[src/design/vnf_pkg.sv]
`default_nettype none
// ----------------------------------------------------------------------------
// vnf_pkg : shared types, constants and arithmetic helpers
// Fixed-point formats, the pipeline item, the per-octave settings and the
// hash, fade and blend functions used by the value-noise shader.
// ----------------------------------------------------------------------------
package vnf_pkg;

   localparam int MAX_OCTAVES_DEF = 8;
   localparam int FRAC_BITS       = 16;
   localparam int COORD_W         = 48;
   // Sized for the largest octave count the block supports.
   localparam int WSUM_W          = 36;
   localparam int ACC_W           = WSUM_W + FRAC_BITS;

   localparam logic [31:0] HASH_KX   = 32'd374761393;
   localparam logic [31:0] HASH_KY   = 32'd668265263;
   localparam logic [31:0] HASH_KS   = 32'd1274126177;
   localparam logic [31:0] HASH_MASK = 32'h7fffffff;
   localparam logic [31:0] SEED_STEP = 32'd31;
   localparam logic [31:0] Q16_ONE   = 32'h0001_0000;
   localparam logic [16:0] FONE      = 17'h1_0000;

   typedef enum logic [2:0] {
      REG_SEED,
      REG_OCTAVES,
      REG_STEP_X,
      REG_STEP_Y,
      REG_LACUNARITY,
      REG_PERSISTENCE,
      REG_COLOR_START,
      REG_COLOR_END
   } vnf_reg_type;

   typedef struct packed {
      logic [COORD_W-1:0] x;
      logic [COORD_W-1:0] y;
      logic [ACC_W-1:0]   acc;
      logic [WSUM_W-1:0]  wsum;
   } vnf_item_type;

   typedef struct packed {
      logic [31:0] freq;
      logic [31:0] amp;
      logic [31:0] seed_term;
      logic        active;
   } vnf_oct_cfg_type;

   function automatic logic [31:0] scale_sat(logic [31:0] v, logic [15:0] m, int sh);
      logic [47:0] p;
      logic [47:0] s;
      p = {16'b0, v} * {32'b0, m};
      s = p >> sh;
      return (|s[47:32]) ? 32'hffff_ffff : s[31:0];
   endfunction

   function automatic logic [31:0] mix13(logic [31:0] h);
      return h ^ (h >> 13);
   endfunction

   function automatic logic [FRAC_BITS-1:0] corner(logic [31:0] m);
      logic [31:0] h;
      h = (m ^ (m >> 16)) & HASH_MASK;
      return h[30 -: FRAC_BITS];
   endfunction

   function automatic logic [16:0] fade_tail(logic [15:0] f, logic [15:0] f2);
      logic [17:0] fac;
      logic [33:0] p;
      fac = 18'h3_0000 - {1'b0, f, 1'b0};
      p   = {18'b0, f2} * {16'b0, fac};
      return p[32:16];
   endfunction

   function automatic logic [15:0] blend(logic [15:0] a, logic [15:0] b, logic [16:0] t);
      logic [32:0] pa;
      logic [32:0] pb;
      logic [33:0] s;
      pa = {17'b0, a} * {16'b0, FONE - t};
      pb = {17'b0, b} * {16'b0, t};
      s  = {1'b0, pa} + {1'b0, pb};
      return s[31:16];
   endfunction

endpackage
`default_nettype wire

[src/design/vnf_divider.sv]
`default_nettype none
// ----------------------------------------------------------------------------
// vnf_divider : pipelined restoring divider for the weighted noise sum
// One quotient bit per stage after a saturation check; the quotient is
// clamped to the largest Q0.16 value.
// ----------------------------------------------------------------------------
module vnf_divider import vnf_pkg::*; (
   input  wire logic                 clock,
   input  wire logic                 reset,
   input  wire logic                 en,
   input  wire logic                 in_valid,
   input  wire logic [ACC_W-1:0]     in_acc,
   input  wire logic [WSUM_W-1:0]    in_wsum,
   output logic                      out_valid,
   output logic [FRAC_BITS-1:0]      out_q
);

   localparam int STAGES = FRAC_BITS + 1;

   typedef struct packed {
      logic [ACC_W-1:0]     rem;
      logic [WSUM_W-1:0]    den;
      logic [FRAC_BITS-1:0] quo;
      logic                 sat;
   } div_type;

   div_type st_in  [STAGES];
   div_type st_ff  [STAGES];
   logic    vld_ff [STAGES];

   always_comb begin
      st_in[0].rem = in_acc;
      st_in[0].den = in_wsum;
      st_in[0].quo = '0;
      st_in[0].sat = in_acc >= (ACC_W'(in_wsum) << FRAC_BITS);
   end

   for (genvar j = 1; j < STAGES; j++) begin : g_bit
      logic [ACC_W-1:0] trial;
      always_comb begin
         trial    = ACC_W'(st_ff[j-1].den) << (FRAC_BITS - j);
         st_in[j] = st_ff[j-1];
         if (st_ff[j-1].rem >= trial) begin
            st_in[j].rem                 = st_ff[j-1].rem - trial;
            st_in[j].quo[FRAC_BITS - j]  = 1'b1;
         end
      end
   end

   for (genvar j = 0; j < STAGES; j++) begin : g_stage
      always_ff @(posedge clock) begin
         if (reset) begin
            vld_ff[j] <= 1'b0;
         end else if (en) begin
            vld_ff[j] <= (j == 0) ? in_valid : vld_ff[(j == 0) ? 0 : j - 1];
         end
      end
      always_ff @(posedge clock) begin
         if (en) begin
            st_ff[j] <= st_in[j];
         end
      end
   end

   assign out_valid = vld_ff[STAGES-1];
   assign out_q     = st_ff[STAGES-1].sat ? '1 : st_ff[STAGES-1].quo;

endmodule
`default_nettype wire

[config.mk]
export PLATFORM = sky130hd
export DESIGN_NAME = vnf_divider
export DESIGN_NICKNAME = d
export VERILOG_FILES = /design/src/design/vnf_pkg.sv /design/src/design/vnf_divider.sv
export SDC_FILE = /design/constraint.sdc
export NUM_CORES = 2
export LEC_CHECK = 0
export CAP_MARGIN = 15
export CELL_PAD_IN_SITES_DETAIL_PLACEMENT = 1
export CELL_PAD_IN_SITES_GLOBAL_PLACEMENT = 2
export CORE_ASPECT_RATIO = 1.1
export CORE_MARGIN = 2
export CORE_UTILIZATION = 40
export DETAILED_ROUTE_END_ITERATION = 8
export DONT_BUFFER_PORTS = 1
export PLACE_DENSITY = 0.76
export SLEW_MARGIN = 20
export SYNTH_ARGS = -nofsm -noshare
export SYNTH_HDL_FRONTEND = slang
export SYNTH_SLANG_ARGS = --single-unit
[constraint.sdc]
create_clock -name clock -period 3.5 [get_ports clock]
set_input_delay 0.175 -clock clock [delete_from_list [all_inputs] [get_ports clock]]
set_output_delay 0.175 -clock clock [all_outputs]
set_load 0.05 [all_outputs]
## Word level (Yosys, flattened, before mapping)

Memories as Yosys holds them, arrays and structs flattened.
Cells that the tools add are included.
Widths: inputs -> output; s select.

| word-level totals | value |
|---|---|
| memory bits (writable) | 1802 |
| register bits after elaboration | 0 |
| latch bits | 0 |
| memories | 2 |
| output and inout port bits | 17 |
| word-level logic and storage cells | 108 |
| memory bits (read-only) | 0 |
| input port bits | 92 |

| cells by class | value |
|---|---|
| magnitude comparators | 17 |
| div/mod/pow operators | 0 |
| equal/unequal tests | 0 |
| shift operators | 0 |
| reductions and logical operators | 0 |
| multiply operators | 0 |
| mux-type cells | 56 |
| add/sub/neg operators | 16 |
| bitwise logic cells | 17 |

Memory list:

| name | depth | width | read ports | clocked after memory_dff | wr ports | RTL line | RTL |
|---|---|---|---|---|---|---|---|
| st_ff | 17 | 105 | 17 | 0 | 17 | vnf_divider.sv:28 | `div_type st_ff [STAGES];` |
| vld_ff | 17 | 1 | 17 | 0 | 17 | vnf_divider.sv:29 | `logic vld_ff [STAGES];` |

Operator list:

| kind | count |
|---|---|
| $mux 52 | 16 |
| $ge 52x36->1 | 1 |
| $ge 52x37->1 | 1 |
| $ge 52x38->1 | 1 |
| $ge 52x39->1 | 1 |
| $ge 52x40->1 | 1 |
| $ge 52x41->1 | 1 |
| $ge 52x42->1 | 1 |
| $ge 52x43->1 | 1 |
| $ge 52x44->1 | 1 |
| $ge 52x45->1 | 1 |
| $ge 52x46->1 | 1 |
| $ge 52x47->1 | 1 |
| $ge 52x48->1 | 1 |
| $ge 52x49->1 | 1 |
| $ge 52x50->1 | 1 |
| $ge 52x51->1 | 1 |
| $ge 52x52->1 | 1 |
| $sub 52x36->52 | 1 |
| $sub 52x37->52 | 1 |
| $sub 52x38->52 | 1 |
| $sub 52x39->52 | 1 |
| $sub 52x40->52 | 1 |
| $sub 52x41->52 | 1 |
| other kinds (13) | 67 |

## Depth between registers and ports, before layout

| depth | value |
|---|---|
| depth in word-level cells | 4 |
| gate-level depth with buffers | 16 |
| mapped depth without buffers | 15 |

## Worst setup path after synthesis

Ideal clock, no wire load.

| timing | value |
|---|---|
| path kind | reg-to-reg |
| start point | memory st_ff[0][1172] (netlist bit) |
| end point | memory st_ff[0][1320] (netlist bit) (data pin) |
| arrival | 3.022 ns |
| period minus slack after synthesis | 3.281 ns |
| setup time | 0.260 ns |
| path buffers | 1 |
| setup slack | 0.219 ns |
| stages on the path, launching flop included | 13 |
| data required time | 3.240 ns |
| path through | edfxtp_1 ha_1 fa_1 nor2b_1 o21ai_1 a21oi_1 o41a_1 a221oi_2 o31ai_2 a21oi_2 o31ai_4 buf_2 mux2_2 |

RTL lines:

| item | RTL line |
|---|---|
| start: declaration | vnf_divider.sv:28 |

==> results.json <==
{
  "clock-root-buffer": "clkbuf_16",
  "core.rowCount": 182,
  "die_w_um": 456,
  "track_usage_pct": 23.3,
  "cts.htree.levels": 4,
  "crit_slowest_cell": "edfxtp_1",
  "synthMuxAreaShare_pct": 1.32,
  "ir_drop_uv": 540,
  "post_synth.cell_area_avg_um2": 10.9,
  "cts_tree": "yes",
  "synth_compound_gate_area_share_pct": 15.8,
  "number_of_nets_in_the_layout": 10700,
  "report.final.slew_viol_count": 0,
  "io-pin-count": 109,
  "cp_slowest_stage_delay_ps": 410,
  "critical_path.endpoint_type": "flip-flop",
  "grt_antenna_before_repair": 2,
  "timing.critical_path.to": "st_ff[0][728]",
  "number_of_warning_messages_in_the_yosys_log": 0,
  "share_of_layout_cells_above_drive_strength_1_pct": 26.2,
  "vias": 69100,
  "post_synth_and_or_nand_nor_area_fraction_pct": 11.3,
  "crit_buf_inv": 6,
  "hold_path.class": "input pin to flip-flop",
  "synth_enable_flop_cells": 1578,
  "placedInstanceArea_um2": 104000,
  "startpoint_of_the_worst_slack_reg_to_reg_timing_path": "st_ff[0][588]",
  "p_leak_nw": 49.0,
  "reg2reg_setup_slack_ps": -140,
  "finalInstanceArea_um2": 118000,
  "postSynth.topFlopCell": "edfxtp_1",
  "slew_headroom_pct": 41.3,
  "largest_fanout_of_any_net_on_the_critical_path": 6,
  "grt_first_pass_wirelength_mm": 415,
  "finalNonFillerCells": 13100,
  "series_of_cell_instances_along_the_critical_path": "inv_2 > ha_4 > inv_2 > fa_2 > a21o_1 > a311oi_2 > buf_4 > a211oi_4 > a211o_4 > a311oi_4 > o31ai_4 > buf_12 > buf_6 > buf_6 > mux2i_1 > nand3_1",
  "critical_path.top_delay_family": "compound AO/OA/AOI/OAI gates",
  "maxClockFrequency_mhz": 275,
  "worstSetupStartpoint": "st_ff[0][588]",
  "seq_cells_post_synth": 1578,
  "worst_skew_pair.late_latency_ps": 860,
  "numClockSinks": 1578,
  "place_congestion": 0.945,
  "grt_setup_unrepaired": "yes",
  "syn_inst": 8240,
  "cts_buffer_depth": 3,
  "first_global_vias": 76700,
  "numCtsBuffers": 182,
  "detail_route.wl_per_cell_um": 21.2,
  "async_flop_share_pct": 0,
  "largest_net_degree_at_the_start_of_global_routing": 159,
  "design.die.area_um2": 228000,
  "tot_pwr_w": 0.0976,
  "maximum_clock_skew_at_final_layout_ps": 47.6,
  "crit_required_ps": 4050,
  "cell_total_after_placement": 12400,
  "synth-adder-area-share_pct": 8.86,
  "critical_path.startpoint_type": "flip-flop",
  "grt-ovfl-total": 0,
  "detailedPlace.worstSlack_ps": -1940,
  "combinational_family_with_the_most_area_after_synthesis": "compound AO/OA/AOI/OAI gates",
  "route.detailed.drc": 0,
  "regToRegEndpoint": "st_ff[0][728]",
  "via_per_inst": 5.28,
  "cp_num_cells": 16,
  "post-route-min-period_ps": 3640,
  "netlist-cell-type-count": 104,
  "synth_area_in_xor_xnor_pct": 5.61,
  "report.final.setup_viol": 110,
  "finalCritPeriodShare_pct": 104,
  "timing_hold_violations_final": 0,
  "drt_iter0_markers": 2430,
  "synth-seq-area-share_pct": 52.7,
  "clkTransAtPathRegs_ps": 60,
  "initial_utilization_pct": 40.2,
  "finalWorstSetupSlack_ps": -142,
  "violations": "negative setup slack",
  "worstMarginPinSlew_ps": 872,
  "timing.setup.critical_path_class": "flip-flop to flip-flop",
  "synth_fp_nets": 8959,
  "postRouteAntennaNets": 0,
  "drv.max_cap_violation_count": 0,
  "power_density_nw_per_um2": 825,
  "synth_area_um2": 89800,
  "port_buffers": 0,
  "drt-pass1-iter-count": 5,
  "wl_mm": 277,
  "synthToLayoutAreaGrowth_pct": 31.7,
  "post-dp-hpwl_mm": 203,
  "core_area_um2": 223000,
  "run_status": "finished, violations left",
  "worst-r2r-cell-count": 16,
  "die_h_um": 501,
  "worst_path_arrival_ps": 4190
}
-- worst min path at each step --
stage | start | to | slack, ps | depth (start not counted)
3_3_place_gp | in_acc[3] | st_ff[0][56] | 270 | 0
6_report | en | st_ff[0][338] | 90 | 2
2_1_floorplan | in_acc[47] | st_ff[0][100] | 270 | 0
4_1_cts | in_wsum[27] | st_ff[0][0] | 30 | 5
5_1_grt | en | st_ff[0][338] | 70 | 2
3_5_place_dp | in_acc[2] | st_ff[0][55] | 270 | 0
-- cells by family (layout without fill, tap and decap cells) --
family	count (synthesis)	count (layout)
AO/OA/AOI/OAI	2257	2257
XOR/XNOR	575	575
adder cells (fa/ha/maj)	627	627
buffers and inverters	1010	2920
flip-flops	1578	1578
multiplexers	104	104
other	0	4
AND/OR/NAND/NOR	2089	2089
-- metal layers --
layer	track usage [%]	share of wire (%)
met5	0	0
met2	49.1	58
met1	19.5	31
met3	2.41	2.1
met4	16.5	8.7
-- area by class of cell --
| cell class | count | area (um2) |
|---|---|---|
| Antenna cell | 4 | 10.0 |
| Sequential cell | 1578 | 47400 |
| Clock buffer | 221 | 4760 |
| Fill cell | 23600 | 105000 |
| Inverter | 770 | 2900 |
| Tap cell | 2944 | 3680 |
| Timing Repair Buffer | 1819 | 15700 |
| Clock inverter | 110 | 1250 |
| Multi-Input combinational cell | 5652 | 42600 |
-- flip-flops by register name, summed over array words and instances, names as in the netlist --
register / cells
st_ff: 1561
vld_ff: 17
-- repair_timing --
item / CTS / global route
resized for setup: 434 / 592
pin swaps: 148 / 280
setup endpoints to repair: 1036 / 496
gates cloned: 18 / 13
hold endpoints to repair: 331 / 0
setup buffers: 80 / 126
hold buffers: 182 / 0
-- through the flow --
step                       TNS, ps  hold WS [ps]  util, %
after floorplan                  0           274        -
after global placement    -1651120           274     46.4
after detailed placement  -1025420           274     46.5
after CTS                    -6900          27.0     51.4
after global routing        -21710          68.7     53.0
final                        -3740          91.5     53.0
-- placed cells by master (no fill, tap or decap), types with 181 or more instances in the layout --
| cell type | synthesis | layout |
|---|---|---|
| nand2_1 | 609 | 577 |
| dlygate4sd3_1 | 0 | 181 |
| buf_4 | 2 | 1485 |
| xor2_1 | 244 | 240 |
| ha_1 | 612 | 558 |
| xnor2_1 | 331 | 324 |
| edfxtp_1 | 1578 | 1578 |
| o21ai_0 | 524 | 425 |
| nor2_1 | 533 | 479 |
| inv_1 | 766 | 735 |
| clkbuf_16 | 0 | 196 |
| a21oi_1 | 753 | 685 |
| a21o_1 | 324 | 321 |
-- cells in the mapped netlist (all sizes together) (65+ instances only) --
library cell,count,area [um2]
edfxtp,1578,47400
inv,770,2890
a21oi,756,3790
ha,612,7660
nand2,609,2290
o21ai,540,2710
nor2,534,2010
xnor2,331,2900
a21o,324,2430
xor2,244,2140
clkbuf,176,661
nand3,132,661
nor3,132,666
nand4,130,826
mux2,98,1130
nand2b,86,538
o21bai,86,649
nor2b,79,494
a31oi,65,407
-- power by group --
group / leakage, nW / internal, W / switching, W / total (W)
registers: 15.3 / 0.0272 / 0.00279 / 0.0300
logic: 30.7 / 0.0230 / 0.0256 / 0.0486
clock network: 2.89 / 0.0111 / 0.00793 / 0.0190
Power figures use the tool's default switching activity.
